File: src/rtl/core/pdsa_pkg.sv
// ============================================================================
// pdsa_pkg
// Types, codes and fixed response frames of the PD sink auto-responder.
// ============================================================================
package pdsa_pkg;

  // Input item: received frame or millisecond tick
  typedef struct packed {
    logic       kind;
    logic       is_sop0;
    logic [5:0] frame_len;
    logic [7:0] hdr_lo;
    logic [7:0] hdr_hi;
    logic [7:0] pay0;
    logic [7:0] pay1;
    logic [7:0] pay2;
    logic [7:0] pay3;
    logic       tx_ready;
  } pdsa_in_t;

  // Result item: one byte of a response frame
  typedef struct packed {
    logic [7:0] out_byte;
    logic       last;
  } pdsa_out_t;

  // Response frame codes
  typedef logic [2:0] pdsa_code_t;
  localparam pdsa_code_t CODE_REQUEST   = 3'd0;
  localparam pdsa_code_t CODE_SINK_CAP  = 3'd1;
  localparam pdsa_code_t CODE_ACCEPT    = 3'd2;
  localparam pdsa_code_t CODE_KEEPALIVE = 3'd3;
  localparam pdsa_code_t CODE_CHUNK_REQ = 3'd4;
  localparam pdsa_code_t CODE_EPR_REQ   = 3'd5;

  // Response descriptor passed from front to back
  typedef struct packed {
    pdsa_code_t code;
    logic [7:0] r0;
    logic [7:0] r1;
    logic [7:0] r2;
  } pdsa_desc_t;

  // Configuration register indexes
  localparam logic [1:0] CFG_PD_ENABLED = 2'd0;
  localparam logic [1:0] CFG_SPEC_REV   = 2'd1;
  localparam logic [1:0] CFG_KA_PERIOD  = 2'd2;

  localparam logic [1:0]  SPEC_REV_30       = 2'd3;
  localparam logic [1:0]  SPEC_REV_RESET    = 2'd2;
  localparam logic [15:0] KA_PERIOD_RESET   = 16'd500;
  localparam logic [5:0]  MIN_FRAME_LEN     = 6'd6;
  localparam logic [4:0]  MSG_SRC_CAP       = 5'h01;
  localparam logic [4:0]  MSG_PS_RDY        = 5'h06;
  localparam logic [4:0]  MSG_GET_SINK_CAP  = 5'h08;
  localparam logic [4:0]  MSG_SOFT_RESET    = 5'h0D;
  localparam logic [4:0]  MSG_EXT_CONTROL   = 5'h10;
  localparam logic [4:0]  MSG_EPR_SRC_CAP   = 5'h11;
  localparam logic [7:0]  ECDB_KEEPALIVE_ACK = 8'h04;
  localparam logic [8:0]  EXT_SIZE_MIN      = 9'd2;

  // Number of bytes in a response frame
  function automatic logic [3:0] frame_len(input pdsa_code_t code);
    logic [3:0] n;
    unique case (code)
      CODE_REQUEST:   n = 4'd6;
      CODE_SINK_CAP:  n = 4'd10;
      CODE_ACCEPT:    n = 4'd2;
      CODE_KEEPALIVE: n = 4'd6;
      CODE_CHUNK_REQ: n = 4'd6;
      CODE_EPR_REQ:   n = 4'd10;
      default:        n = 4'd2;
    endcase
    return n;
  endfunction

  // Byte idx of the response frame described by d
  function automatic logic [7:0] frame_byte(input pdsa_desc_t d, input logic [3:0] idx);
    logic [7:0] b;
    b = 8'h00;
    unique case (d.code)
      CODE_REQUEST: begin
        case (idx)
          4'd0:    b = 8'h42;
          4'd1:    b = 8'h10;
          4'd2:    b = d.r0;
          4'd3:    b = d.r1;
          4'd4:    b = d.r2;
          default: b = 8'h13;
        endcase
      end
      CODE_SINK_CAP: begin
        case (idx)
          4'd0:    b = 8'h04;
          4'd1:    b = 8'h20;
          4'd2:    b = 8'h0A;
          4'd3:    b = 8'h90;
          4'd4:    b = 8'h01;
          4'd5:    b = 8'h00;
          4'd6:    b = 8'h3C;
          4'd7:    b = 8'h21;
          4'd8:    b = 8'hDC;
          default: b = 8'hC0;
        endcase
      end
      CODE_ACCEPT: begin
        b = (idx == 4'd0) ? 8'h03 : 8'h00;
      end
      CODE_KEEPALIVE: begin
        case (idx)
          4'd0:    b = 8'h10;
          4'd1:    b = 8'h90;
          4'd2:    b = 8'h02;
          4'd3:    b = 8'h80;
          4'd4:    b = 8'h03;
          default: b = 8'h00;
        endcase
      end
      CODE_CHUNK_REQ: begin
        case (idx)
          4'd0:    b = 8'h11;
          4'd1:    b = 8'h90;
          4'd3:    b = 8'h8C;
          default: b = 8'h00;
        endcase
      end
      CODE_EPR_REQ: begin
        case (idx)
          4'd0:    b = 8'h09;
          4'd1:    b = 8'h20;
          4'd2:    b = 8'h2C;
          4'd3:    b = 8'hB1;
          4'd4:    b = 8'h44;
          4'd5:    b = 8'h13;
          4'd6:    b = 8'h2C;
          4'd7:    b = 8'h91;
          4'd8:    b = 8'h81;
          default: b = 8'h0A;
        endcase
      end
      default: b = 8'h00;
    endcase
    return b;
  endfunction

endpackage

File: src/rtl/core/pdsa_front.sv
// ============================================================================
// pdsa_front
// Accepts frames and ticks, holds configuration and EPR state, and
// pushes a descriptor of each response frame into the command queue.
// ============================================================================
module pdsa_front (
  input  logic                 clk,
  input  logic                 rst_n,
  input  logic                 accept,
  input  pdsa_pkg::pdsa_in_t   in_item,
  input  logic                 cfg_we,
  input  logic [1:0]           cfg_index,
  input  logic [15:0]          cfg_wdata,
  output logic                 q_push,
  output pdsa_pkg::pdsa_desc_t q_desc
);

  logic        pd_enabled_r;
  logic [1:0]  spec_rev_r;
  logic [15:0] ka_period_r;

  logic        epr_req_sent_r, epr_req_sent_nxt;
  logic        epr_active_r, epr_active_nxt;
  logic        ka_armed_r, ka_armed_nxt;
  logic [15:0] ka_remain_r, ka_remain_nxt;

  logic        rev30;
  logic        frame_ok;
  logic [4:0]  msg_type;
  logic        ext;
  logic [15:0] ehdr;
  logic [15:0] ka_dec;
  logic [7:0]  r1;
  logic [7:0]  r2;

  assign rev30    = (spec_rev_r == pdsa_pkg::SPEC_REV_30);
  assign msg_type = in_item.hdr_lo[4:0];
  assign ext      = in_item.hdr_hi[7];
  assign ehdr     = {in_item.pay1, in_item.pay0};
  assign frame_ok = pd_enabled_r && in_item.is_sop0 &&
                    (in_item.frame_len >= pdsa_pkg::MIN_FRAME_LEN);
  assign ka_dec   = (ka_remain_r != 16'd0) ? ka_remain_r - 16'd1 : 16'd0;

  // Request data object bytes derived from the first source PDO
  assign r1 = {in_item.pay0[5:0], in_item.pay1[1:0]};
  always_comb begin
    r2 = {4'b0000, r1[1:0], in_item.pay0[7:6]};
    if (rev30) begin
      r2[7] = in_item.pay3[0];
      r2[6] = in_item.pay2[7];
    end
  end

  always_comb begin
    epr_req_sent_nxt = epr_req_sent_r;
    epr_active_nxt   = epr_active_r;
    ka_armed_nxt     = ka_armed_r;
    ka_remain_nxt    = ka_remain_r;
    q_push           = 1'b0;
    q_desc.code      = pdsa_pkg::CODE_REQUEST;
    q_desc.r0        = in_item.pay0;
    q_desc.r1        = r1;
    q_desc.r2        = r2;
    if (accept) begin
      if (in_item.kind) begin
        if (epr_active_r && ka_armed_r) begin
          ka_remain_nxt = ka_dec;
          if (ka_dec == 16'd0 && rev30 && in_item.tx_ready) begin
            ka_remain_nxt = ka_period_r;
            q_push        = 1'b1;
            q_desc.code   = pdsa_pkg::CODE_KEEPALIVE;
          end
        end
      end else if (frame_ok) begin
        if (!ext) begin
          unique case (msg_type)
            pdsa_pkg::MSG_SRC_CAP: begin
              if (in_item.hdr_hi[6:4] != 3'd0) begin
                q_push      = 1'b1;
                q_desc.code = pdsa_pkg::CODE_REQUEST;
              end
            end
            pdsa_pkg::MSG_GET_SINK_CAP: begin
              q_push      = 1'b1;
              q_desc.code = pdsa_pkg::CODE_SINK_CAP;
            end
            pdsa_pkg::MSG_SOFT_RESET: begin
              epr_req_sent_nxt = 1'b0;
              epr_active_nxt   = 1'b0;
              ka_armed_nxt     = 1'b0;
              ka_remain_nxt    = 16'd0;
              q_push           = 1'b1;
              q_desc.code      = pdsa_pkg::CODE_ACCEPT;
            end
            pdsa_pkg::MSG_PS_RDY: begin
              if (rev30 && epr_req_sent_r) begin
                epr_active_nxt = 1'b1;
                ka_armed_nxt   = 1'b1;
                ka_remain_nxt  = ka_period_r;
                q_push         = 1'b1;
                q_desc.code    = pdsa_pkg::CODE_KEEPALIVE;
              end
            end
            default: ;
          endcase
        end else if (rev30) begin
          unique case (msg_type)
            pdsa_pkg::MSG_EPR_SRC_CAP: begin
              // chunked, not a chunk request
              if (ehdr[15] && !ehdr[10]) begin
                if (ehdr[14:11] == 4'd0) begin
                  q_push      = 1'b1;
                  q_desc.code = pdsa_pkg::CODE_CHUNK_REQ;
                end else if (ehdr[14:11] == 4'd1) begin
                  epr_req_sent_nxt = 1'b1;
                  q_push           = 1'b1;
                  q_desc.code      = pdsa_pkg::CODE_EPR_REQ;
                end
              end
            end
            pdsa_pkg::MSG_EXT_CONTROL: begin
              if (ehdr[8:0] >= pdsa_pkg::EXT_SIZE_MIN &&
                  in_item.pay2 == pdsa_pkg::ECDB_KEEPALIVE_ACK) begin
                epr_active_nxt = 1'b1;
                ka_armed_nxt   = 1'b1;
                ka_remain_nxt  = ka_period_r;
              end
            end
            default: ;
          endcase
        end
      end
    end
  end

  always_ff @(posedge clk) begin
    if (!rst_n) begin
      pd_enabled_r   <= 1'b0;
      spec_rev_r     <= pdsa_pkg::SPEC_REV_RESET;
      ka_period_r    <= pdsa_pkg::KA_PERIOD_RESET;
      epr_req_sent_r <= 1'b0;
      epr_active_r   <= 1'b0;
      ka_armed_r     <= 1'b0;
      ka_remain_r    <= 16'd0;
    end else begin
      epr_req_sent_r <= epr_req_sent_nxt;
      epr_active_r   <= epr_active_nxt;
      ka_armed_r     <= ka_armed_nxt;
      ka_remain_r    <= ka_remain_nxt;
      if (cfg_we) begin
        unique case (cfg_index)
          pdsa_pkg::CFG_PD_ENABLED: pd_enabled_r <= cfg_wdata[0];
          pdsa_pkg::CFG_SPEC_REV:   spec_rev_r   <= cfg_wdata[1:0];
          pdsa_pkg::CFG_KA_PERIOD:  ka_period_r  <= cfg_wdata;
          default: ;
        endcase
      end
    end
  end

endmodule

File: src/rtl/core/pdsa_cmd_queue.sv
// ============================================================================
// pdsa_cmd_queue
// Short queue of response descriptors between front and back.
// ============================================================================
module pdsa_cmd_queue #(
  parameter int DEPTH = 4
) (
  input  logic                 clk,
  input  logic                 rst_n,
  input  logic                 push,
  input  pdsa_pkg::pdsa_desc_t push_desc,
  input  logic                 pop,
  output pdsa_pkg::pdsa_desc_t pop_desc,
  output logic                 q_full,
  output logic                 q_empty
);

  localparam int AW = (DEPTH > 1) ? $clog2(DEPTH) : 1;
  localparam int CW = $clog2(DEPTH + 1);

  pdsa_pkg::pdsa_desc_t mem [DEPTH];
  logic [AW-1:0] wr_ptr_r, rd_ptr_r;
  logic [CW-1:0] count_r;
  logic          do_push, do_pop;

  assign q_full   = (count_r == CW'(DEPTH));
  assign q_empty  = (count_r == '0);
  assign do_push  = push && !q_full;
  assign do_pop   = pop && !q_empty;
  assign pop_desc = mem[rd_ptr_r];

  always_ff @(posedge clk) begin
    if (do_push) begin
      mem[wr_ptr_r] <= push_desc;
    end
  end

  always_ff @(posedge clk) begin
    if (!rst_n) begin
      wr_ptr_r <= '0;
      rd_ptr_r <= '0;
      count_r  <= '0;
    end else begin
      if (do_push) begin
        wr_ptr_r <= (wr_ptr_r == AW'(DEPTH - 1)) ? '0 : wr_ptr_r + 1'b1;
      end
      if (do_pop) begin
        rd_ptr_r <= (rd_ptr_r == AW'(DEPTH - 1)) ? '0 : rd_ptr_r + 1'b1;
      end
      case ({do_push, do_pop})
        2'b10:   count_r <= count_r + 1'b1;
        2'b01:   count_r <= count_r - 1'b1;
        default: count_r <= count_r;
      endcase
    end
  end

endmodule

File: src/rtl/core/pdsa_back.sv
// ============================================================================
// pdsa_back
// Serialises one response frame per descriptor into an output register.
// ============================================================================
module pdsa_back (
  input  logic                 clk,
  input  logic                 rst_n,
  input  logic                 q_empty,
  input  pdsa_pkg::pdsa_desc_t q_desc,
  output logic                 q_pop,
  output logic                 empty,
  input  logic                 pop,
  output pdsa_pkg::pdsa_out_t  out_data
);

  pdsa_pkg::pdsa_desc_t cur_r;
  logic [3:0]           idx_r;
  logic                 busy_r;
  pdsa_pkg::pdsa_out_t  out_r;
  logic                 out_vld_r;
  logic                 adv;
  logic                 is_last;

  assign adv      = !out_vld_r || pop;
  assign q_pop    = !busy_r && !q_empty;
  assign is_last  = (idx_r == pdsa_pkg::frame_len(cur_r.code) - 4'd1);
  assign empty    = !out_vld_r;
  assign out_data = out_r;

  always_ff @(posedge clk) begin
    if (q_pop) begin
      cur_r <= q_desc;
    end
    if (adv && busy_r) begin
      out_r.out_byte <= pdsa_pkg::frame_byte(cur_r, idx_r);
      out_r.last     <= is_last;
    end
  end

  always_ff @(posedge clk) begin
    if (!rst_n) begin
      busy_r    <= 1'b0;
      idx_r     <= 4'd0;
      out_vld_r <= 1'b0;
    end else begin
      if (q_pop) begin
        busy_r <= 1'b1;
        idx_r  <= 4'd0;
      end else if (adv && busy_r) begin
        idx_r <= idx_r + 4'd1;
        if (is_last) begin
          busy_r <= 1'b0;
        end
      end
      if (adv) begin
        out_vld_r <= busy_r;
      end
    end
  end

endmodule

File: src/rtl/core/pd_sink_auto_responder.sv
// ============================================================================
// pd_sink_auto_responder
// USB PD sink auto-responder: answers received SOP frames and millisecond
// ticks with response frames, emitted one byte per transfer.
// ============================================================================
//
//  channel   ports                              transfer when
//  --------  ---------------------------------  --------------------------
//  input     push, full, in_data                push && !full
//  result    empty, pop, out_data               pop && !empty
//  config    cfg_we, cfg_index, cfg_wdata       cfg_we (no wait)
//
// An item is taken in every cycle while the command queue has room; the
// front classifies it and updates the EPR state in that same cycle.
// A response frame leaves at one byte per cycle while pop is not stalled,
// from the output register; between frames the output runs empty while
// the back loads the next descriptor.
// Reset is synchronous and active low: queue and output register empty,
// EPR state cleared, registers at their reset values.
// A stalled pop holds the output byte; full rises only while QUEUE_DEPTH
// frames are still waiting behind it.
//
module pd_sink_auto_responder #(
  parameter int QUEUE_DEPTH = 4
) (
  input  logic                clk,
  input  logic                rst_n,
  // input channel
  input  logic                push,
  output logic                full,
  input  pdsa_pkg::pdsa_in_t  in_data,
  // result channel
  output logic                empty,
  input  logic                pop,
  output pdsa_pkg::pdsa_out_t out_data,
  // configuration
  input  logic                cfg_we,
  input  logic [1:0]          cfg_index,
  input  logic [15:0]         cfg_wdata
);

  logic                 accept;
  logic                 q_push;
  logic                 q_pop;
  logic                 q_empty;
  pdsa_pkg::pdsa_desc_t push_desc;
  pdsa_pkg::pdsa_desc_t pop_desc;

  // Accept an item only while the queue can hold a possible response
  assign accept = push && !full;

  pdsa_front u_front (
    .clk       (clk),
    .rst_n     (rst_n),
    .accept    (accept),
    .in_item   (in_data),
    .cfg_we    (cfg_we),
    .cfg_index (cfg_index),
    .cfg_wdata (cfg_wdata),
    .q_push    (q_push),
    .q_desc    (push_desc)
  );

  // Decouple classification from serialisation
  pdsa_cmd_queue #(
    .DEPTH (QUEUE_DEPTH)
  ) u_queue (
    .clk       (clk),
    .rst_n     (rst_n),
    .push      (q_push),
    .push_desc (push_desc),
    .pop       (q_pop),
    .pop_desc  (pop_desc),
    .q_full    (full),
    .q_empty   (q_empty)
  );

  // Drain descriptors byte by byte towards the result port
  pdsa_back u_back (
    .clk      (clk),
    .rst_n    (rst_n),
    .q_empty  (q_empty),
    .q_desc   (pop_desc),
    .q_pop    (q_pop),
    .empty    (empty),
    .pop      (pop),
    .out_data (out_data)
  );

endmodule

File: config.mk
export PLATFORM = sky130hd
export DESIGN_NAME = pd_sink_auto_responder
export DESIGN_NICKNAME = d
export VERILOG_FILES = /design/src/rtl/core/pdsa_pkg.sv /design/src/rtl/core/pdsa_front.sv /design/src/rtl/core/pdsa_cmd_queue.sv /design/src/rtl/core/pdsa_back.sv /design/src/rtl/core/pd_sink_auto_responder.sv
export SDC_FILE = /design/constraint.sdc
export NUM_CORES = 1
export LEC_CHECK = 0
export BUFFER_PORTS_ARGS = -buffer_cell sky130_fd_sc_hd__buf_4
export CELL_PAD_IN_SITES_DETAIL_PLACEMENT = 1
export CELL_PAD_IN_SITES_GLOBAL_PLACEMENT = 2
export CORE_MARGIN = 1.5
export CORE_UTILIZATION = 30
export DETAILED_ROUTE_END_ITERATION = 10
export GPL_TIMING_DRIVEN = 0
export PLACE_DENSITY_LB_ADDON = 0.1
export RECOVER_POWER = 100
export SYNTH_ARGS = -nofsm -noshare
export SYNTH_HDL_FRONTEND = slang
export SYNTH_SLANG_ARGS = --single-unit
File: constraint.sdc
create_clock -name clk -period 8.6 [get_ports clk]
set_input_delay 0.86 -clock clk [delete_from_list [all_inputs] [get_ports clk]]
set_output_delay 0.86 -clock clk [all_outputs]
set_load 0.01 [all_outputs]
==> results of run 1 <==
==> routing by layer <==
metal,share of wire (%),vias to the layer above
met3,2.7,14
met4,1.1,0
met5,0,-
met2,51,84
met1,46,2626
li1,-,2631
==> synthesized netlist by cell type (all sizes together), types with 4 or more instances <==
| library cell | instances | area (µm²) |
|---|---|---|
| a21o | 4 | 30.0 |
| o21a | 7 | 53.8 |
| dfxtp | 66 | 1320 |
| a2111oi | 4 | 41.3 |
| mux4 | 15 | 338 |
| nand2b | 10 | 62.6 |
| a31oi | 13 | 87.6 |
| ha | 16 | 200 |
| nand2 | 73 | 274 |
| a211oi | 6 | 45.0 |
| a221oi | 6 | 58.8 |
| inv | 20 | 75.1 |
| a21oi | 39 | 199 |
| o21ai | 39 | 195 |
| nor4 | 12 | 87.6 |
| or3 | 5 | 31.3 |
| nand3 | 15 | 75.1 |
| o22ai | 4 | 25.0 |
| a22oi | 9 | 67.6 |
| o211ai | 4 | 35.0 |
| xor2 | 6 | 52.6 |
| nor2b | 11 | 68.8 |
| nand4 | 7 | 43.8 |
| mux2i | 12 | 120 |
| xnor2 | 8 | 70.1 |
| edfxtp | 84 | 2520 |
| or4 | 6 | 52.6 |
| nor2 | 49 | 184 |
| nor3 | 15 | 80.1 |
| buf | 8 | 47.5 |
| clkbuf | 24 | 90.1 |
| nor3b | 5 | 42.5 |
| and3 | 5 | 31.3 |
==> per-stage QoR <==
step                      utilization (%)  total power [mW]  hold WS, ps  setup WS [ps]  area (µm²)
after floorplan                         -             0.921          433           5240        7100
after global placement               34.6             0.998          446           4220        8060
after detailed placement             34.7              1.00          451           4470        8110
after CTS                            37.2              1.76          463           4360        8690
after global routing                 36.6              1.80          476           2840        8540
final                                36.6              1.72          457           3190        8540
==> area by class of cell <==
type / instances / share of cell area [%]
Clock inverter: 14 / 1.82
Timing Repair Buffer: 77 / 5.63
Clock buffer: 17 / 4.98
Inverter: 21 / 0.923
Multi-Input combinational cell: 448 / 35.4
Sequential cell: 150 / 45.0
Buffer: 32 / 1.52
Tap cell: 319 / 4.68
==> kinds of logic after synthesis <==
| logic type | count (synthesis) | synth area share, % |
|---|---|---|
| AOI/OAI and AO/OA | 156 | 14.5 |
| adders and majority gates | 17 | 3.10 |
| DFF | 150 | 54.1 |
| xor gates and xnor gates | 14 | 1.73 |
| buffers and inverters | 53 | 3.05 |
| muxes | 29 | 6.77 |
| and+or+nand+nor | 232 | 16.7 |
==> critical path: cells and delay by family, from the launching register on <==
| kind | cells | cell delay, ps |
|---|---|---|
| simple gates | 3 | 2260 |
| compound gates | 3 | 1530 |
| flops | 1 | 400 |
| mux | 1 | 380 |
| fa+ha+maj | 1 | 290 |
| buf+inv | 1 | 120 |
==> where the power goes <==
group	internal (mW)	switching [mW]
Sequential	0.786	0.0154
Combinational	0.0705	0.107
Clock	0.411	0.334
Total	1.27	0.456
==> path summary, 6_finish.rpt <==
| check | end | slack, ps | depth (start not counted) |
|---|---|---|---|
| max reg2reg | u_queue.mem[1][6]$_DFFE_PP_ | 3190 | 9 |
| min reg2reg | u_front.ka_period_r[14]$_SDFFE_PN0P_ | 460 | 2 |
| min | u_front.ka_period_r[14]$_SDFFE_PN0P_ | 460 | 2 |
| max | u_queue.mem[1][6]$_DFFE_PP_ | 3190 | 9 |
==> results.md, run 1 <==
- The first global-routing pass estimated between 30 and 40 mm of wire.
- The library cell used most frequently in the layout, excluding fill and tap cells, is edfxtp_1.
- The setup TNS is 0 ps.
- The vertical die dimension is 157 µm.
- In this run the power density over the cells is between 200 and 250 nW/µm².
- For this run, the number of Yosys warnings is 0.
- For this design the static power due to leakage is around 3 nW.
- The type of destination of the critical path is a flip-flop.
- The flow ran to the end, but the final reports show violations.
- The global routing usage on met2 is a little under a third.
- Registers take 3840 µm².
- The fraction of final layout cells sized beyond drive strength 1 is roughly 15%.
- The global routing met3 resource utilization is 3.57%.
- The half-perimeter wire length after detailed placement is between 10 and 15 mm.
- The per-cell via count in the routed design is roughly 5.0.
- In this run the tightest slew margin relative to its limit is -8.32%.
- The pre-antenna-repair detailed-routing pass consisted of 4 iterations.
- The async set or reset register ratio after synthesis is 0%.
- For this run, the leading register cell type out of synthesis is edfxtp_1.
- The clock tree synthesis step divided the H-tree into 4 levels.
- After synthesis, the netlist uses between 70 and 80 different library cells.
- The kind of launch point of the worst setup path is a flip-flop.
- For the worst setup path, the data required time is around 8600 ps.
- The worst hold path begins at u_front.ka_period_r[14]$_SDFFE_PN0P_.
- Relative to the synthesized area, the layout overhead comes to 20.2%.
- For this run, design rule violations remaining after detail routing come to 0.
- In the final layout, the multi-input gates occupy approximately 3000 µm².
- The number of pins exceeding their max-slew limit in the final report is 53.
- Setup repair after global routing left no endpoint under its margin.
- The post-cts sizing count is 0.
- The maximum clock skew at final layout is 9.58 ps.
- The global-route congestion overflow total is 0.
- The placer congestion estimate is 0.773.
- After the first detailed-routing iteration, the DRC count stood at 180.
- The sequential element share of the synthesized area is between 50% and 60%.
- At the pin with the least slew margin, the transition time is 1620 ps.
- The number of synthesized flops with an enable pin is 84.
- Of the available clock period, the critical path in the final layout requires about 63%.
- VDD sags by at most roughly 0.093 mV.
- The total of flip-flops plus latches after synthesis is 150.
- The initial antenna violation count is 0.
- Clock-pin slew was measured on the worst setup and hold paths at approximately 70 ps.
- The library cells used most frequently in the layout, excluding fill and tap cells, are edfxtp_1, nand2_1, dfxtp_1.
- The root buffer cell chosen for the clock tree is clkbuf_16.
- For the worst-skew pair, the clock arrives at the later sink with an insertion delay of around 430 ps.
- The total of hold buffers inserted after clock tree synthesis is 0.
- The checks that failed: max-capacitance violations, max-slew violations.
- The number of nets in the final layout is 844.
- The cell with the biggest individual delay on the critical path is nor2b_1.
- The number of setup buffers added after CTS is 0.
- The startpoint-to-endpoint class of the critical path is reg -> reg.
- In this run the worst setup path begins at u_front.ka_remain_r[0]$_SDFFE_PN0P_.
- The maximum number of pins on one net before global-route repair is 21.
- The wire length reported by the detailed router is 19.8 mm.
- The cell count after synthesis is ~650.
- The number of nets with antenna violations after routing is 0.
- The count of input and output buffers is 75.
- The I/O pin total is 91.
- The hold violation count in the final report is 0.
- Counting the fill cells in the layout gives between 2000 and 3000.
- For this block, the via count after detailed routing is about 5400.
- The number of diodes is 0.
- The overall die area is between 20000 and 25000 µm².
- No sink is reached through more buffers than the 2 on the longest clock path.
- TritonCTS built the clock tree.
- The CTS sink count is 150.
- Counting the buffers created by CTS gives 17.
- The cell area after synthesis is 7100 µm².
- met2 is the most crowded layer.
- The die span in x is 157 µm.
- Timing would allow up to ~180 MHz.
- The number of nets handed over by synthesis was roughly 750.
- The reg-to-reg critical path startpoint is u_front.ka_remain_r[0]$_SDFFE_PN0P_.
- Along the worst path, the maximum fanout reaches 15.
- The data arrival time of the worst path is between 5000 and 6000 ps.
- The via count of the first global-routing pass is around 5700.
- The mean routed wirelength per cell is 18.3 µm.
- The site row count is 56.
- Across the run, the number of max-cap violations was 3.
- Including well taps, the total number of placed cells is about 1000.
- The tightest min-delay check is of the reg -> reg type.
- On the worst path, the slowest cell contributes a delay of roughly 1300 ps.
- Walking the worst path, the cells encountered are inv_1, ha_1, nor3b_1, nand4_1, mux2_1, a2111oi_0, o21a_1, a21oi_1, nor2b_1.
- Counting I/O delays and the setup requirement, the final critical path takes ~5400 ps.
- After synthesis, the mean cell area works out to approximately 11 µm².
- The core region is approximately 23000 µm².
- The post-route non-filler standard cell count is between 1000 and 1500.
- The initial core utilization is a little under a third.
- Setup violations remaining at the end of the flow were counted as 0.
- Global routing consumed, on the met1 layer, between 20% and 30% of the routing resources.
- Global routing consumed, over all layers together, around 17% of the routing resources.
Note: power is estimated with default switching activity, not from simulation.
==> run 2, diff against run 1 <==
Clock period 8.6 ns to 5.16 ns, I/O delays scaled along.
==> results.md, run 2 (synthesis results as in run 1) <==
- The vertical die dimension is ~160 µm.
- The slack of the worst reg-to-reg path is ~650 ps.
- The worst path needs approximately 4500 ps of the cycle, external delays included.
- The maximum clock skew at final layout is between 10 and 15 ps.
- In this run the static leakage power is 3.02 nW.
- Static timing analysis puts the maximum clock frequency at 222 MHz.
- The placed instance area is just over 8000 µm².
- The site row count is 56.
- Once placement completed, the tool counted placed cells totaling 1047.
- Traced cell by cell, the critical path runs through inv_1, ha_1, nor3b_2, nand4_1, mux2_1, a2111oi_0, o21a_1, a21oi_2, ha_1, inv_1, fa_1, xor2_1, or3_1, a21oi_1.
- The TritonCTS clock tree is built.
- For this design the ratio of total power to cell area is ~340 nW/µm².
- The highest metal layer with signal wires is met4.
- The via count of the first global-routing pass is roughly 5700.
- For this run, design rule violations remaining after detail routing come to 0.
- The start point of the worst hold path is cfg_wdata[5].
- The detail route stage leaves a number of antenna-violating nets equal to 0.
- The setup TNS is 0 ps.
- In this run the horizontal extent of the chip is 157 µm.
- Entering global routing, the biggest net connects 21 pins.
- The total of hold buffers inserted after clock tree synthesis is 0.
- In this run the critical register-to-register path is launched from u_front.ka_remain_r[0]$_SDFFE_PN0P_.
- The clock net in this run drives a total of 150 sinks.
- The worst vdd rail ir drop is around 0.16 mV.
- Clock latency on the worst-skew pair, taken at its later pin, is approximately 430 ps.
- The class of the tightest hold or removal check is in -> reg.
- The commonest non-fill, non-tap cell in the layout is edfxtp_1.
- The tool flagged a number of max-cap violations equal to 1.
- The top cell types in the final layout, fill and taps aside, are edfxtp_1, nand2_1, dfxtp_1.
- The routed metal-1 wire length is between 8 and 9 mm.
- The cell depth of the worst flop-to-flop path is 14.
- The number of nets in the final layout is about 840.
- The I/O pin total is between 90 and 100.
- Cells with a size suffix above 1 make up between 10% and 20% of the layout.
- The number of buffers on the longest clock path is 2.
- Detailed placement finished with a half-perimeter wire length of 14.5 mm.
- After detailed routing, the number of vias per cell comes to about 5.0.
- The die covers around 25000 µm².
- Once routing completed, OpenROAD measured the worst setup slack at between 600 and 700 ps.
- The data arrival time of the worst path is 4850 ps.
- The total area inside the core boundary comes to between 20000 and 25000 µm².
- The worst register-to-register path ends at u_queue.count_r[2]$_SDFFE_PN0P_.
- The global-route congestion overflow total is 0.
- The cell with the biggest individual delay on the critical path is a2111oi_0.
- The initial antenna violation count is 0.
- The transition time at the pin with the least slew margin is about 1500 ps.
- The number of pins exceeding their max-slew limit in the final report came to 21.
- Post-CTS timing repair inserted 0 buffers for setup.
- The number of iterations in the first detailed-routing pass is 4.
- The worst setup path is captured at a flip-flop.
- Of all nets on the critical path, the largest fanout is 8.
- The post-placement setup slack is about 1000 ps.
- The signed area change from the synthesized netlist to the final layout is 20.7%.
- Setup repair after global routing left no endpoint under its margin.
- Along the worst hold path, the cell count comes to 3.
- The worst setup path is of the reg -> reg kind.
- The count of H-tree levels built during CTS is 4.
- The via count is roughly 5400.
- The mean routed wirelength per cell is approximately 18 µm.
- The kind of launch point of the worst setup path is a flip-flop.
- Routability-driven placement finished with a final weighted congestion of between 0.7 and 0.8.
- Setup violations remaining at the end of the flow were counted as 0.
- The wire length reported by the detailed router is 19.7 mm.
- The routed design uses ~490 µm of met3 wire.
- 0 antenna diodes ended up in the layout.
- The count of input and output buffers is 75.
- Global routing used between 10% and 20% of the available tracks.
- The worst hold path terminates at u_front.ka_period_r[5]$_SDFFE_PN1P_.
- The initial core utilization is 30.4%.
- The worst slew slack as a fraction of its limit is -3.43%.
- The final reports fail on max-capacitance violations, max-slew violations.
- The hold violation count in the final report is 0.
- The core utilization of the finished layout is between 30 and 40%.
- The final worst-path cycle share is 87.5%.
- For the worst setup path, the data required time is 5500 ps.
- The post-route non-filler standard cell count is between 1000 and 1500.
- The run finished, with violations left.
- The largest incremental delay on the critical path is slightly below 900 ps.
- The detailed router finished its first iteration with 217 violations.
- The wire length of the first global-routing pass is 31.5 mm.
- The number of buffers added by the clock tree synthesis step is 17.
- The final standard cell area without fillers is around 8600 µm².
- The met2 wire length is 10.1 mm.
- After clock tree synthesis, the clock-pin slew on the worst setup and hold paths is around 70 ps.
- The root buffer cell is clkbuf_16.
- The post-cts sizing count is 0.
[run 2: changes by cell type in the layout (fill, tap and decap cells not counted), sizes merged]
cell,previous run,this run
buf,54,60
clkbuf,72,66
[run 2: power by group]
part / leakage (nW) / internal (mW) / switching [mW] / total [mW]
combinational: 1.43 / 0.118 / 0.178 / 0.296
sequential: 1.30 / 1.31 / 0.0256 / 1.34
clock: 0.288 / 0.686 / 0.556 / 1.24
total: 3.02 / 2.11 / 0.759 / 2.87
[run 2: critical path: cells and delay by family, from the launching register on]
| kind | cells | cell delay, ps |
|---|---|---|
| AOI/OAI and AO/OA | 4 | 1620 |
| buffers and inverters | 2 | 210 |
| xor gates and xnor gates | 1 | 80 |
| DFF | 1 | 400 |
| and+or+nand+nor | 3 | 1000 |
| adders and majority gates | 3 | 730 |
| muxes | 1 | 380 |
[run 2: worst max path at each step]
stage	startpoint	endpoint	slack [ps]
after floorplan	u_front.ka_remain_r[0]$_SDFFE_PN0P_	u_queue.count_r[2]$_SDFFE_PN0P_	1800
after global placement	u_front.ka_remain_r[0]$_SDFFE_PN0P_	u_queue.mem[0][17]$_DFFE_PP_	780
after detailed placement	u_front.ka_remain_r[0]$_SDFFE_PN0P_	u_queue.count_r[2]$_SDFFE_PN0P_	1030
after CTS	u_front.ka_remain_r[0]$_SDFFE_PN0P_	u_queue.count_r[2]$_SDFFE_PN0P_	920
after global routing	u_front.ka_remain_r[0]$_SDFFE_PN0P_	u_queue.count_r[2]$_SDFFE_PN0P_	380
final	u_front.ka_remain_r[0]$_SDFFE_PN0P_	u_queue.count_r[2]$_SDFFE_PN0P_	650
[run 2: through the flow]
stage / total power [mW] / hold slack, ps
after global routing: 2.99 / 287
after floorplan: 1.54 / 433
final: 2.87 / 292
after detailed placement: 1.67 / 451
after global placement: 1.66 / 446
after CTS: 2.93 / 261
[run 2: layer usage]
layer / up-vias / track usage [%]
li1: 2632 / -
met1: 2628 / 20.4
met2: 80 / 30.5
met3: 11 / 3.57
met4: 0 / 4.63
met5: - / 0
[run 2: layout make-up]
cell class                 instances  area, µm²
timing repair buffer              77        507
sequential                       150       3840
clock inverter                    14        155
buffer                            32        130
tap                              319        399
multi-input combinational        448       3030
clock buffer                      17        425
inverter                          21       78.8
fill                            2641      14800
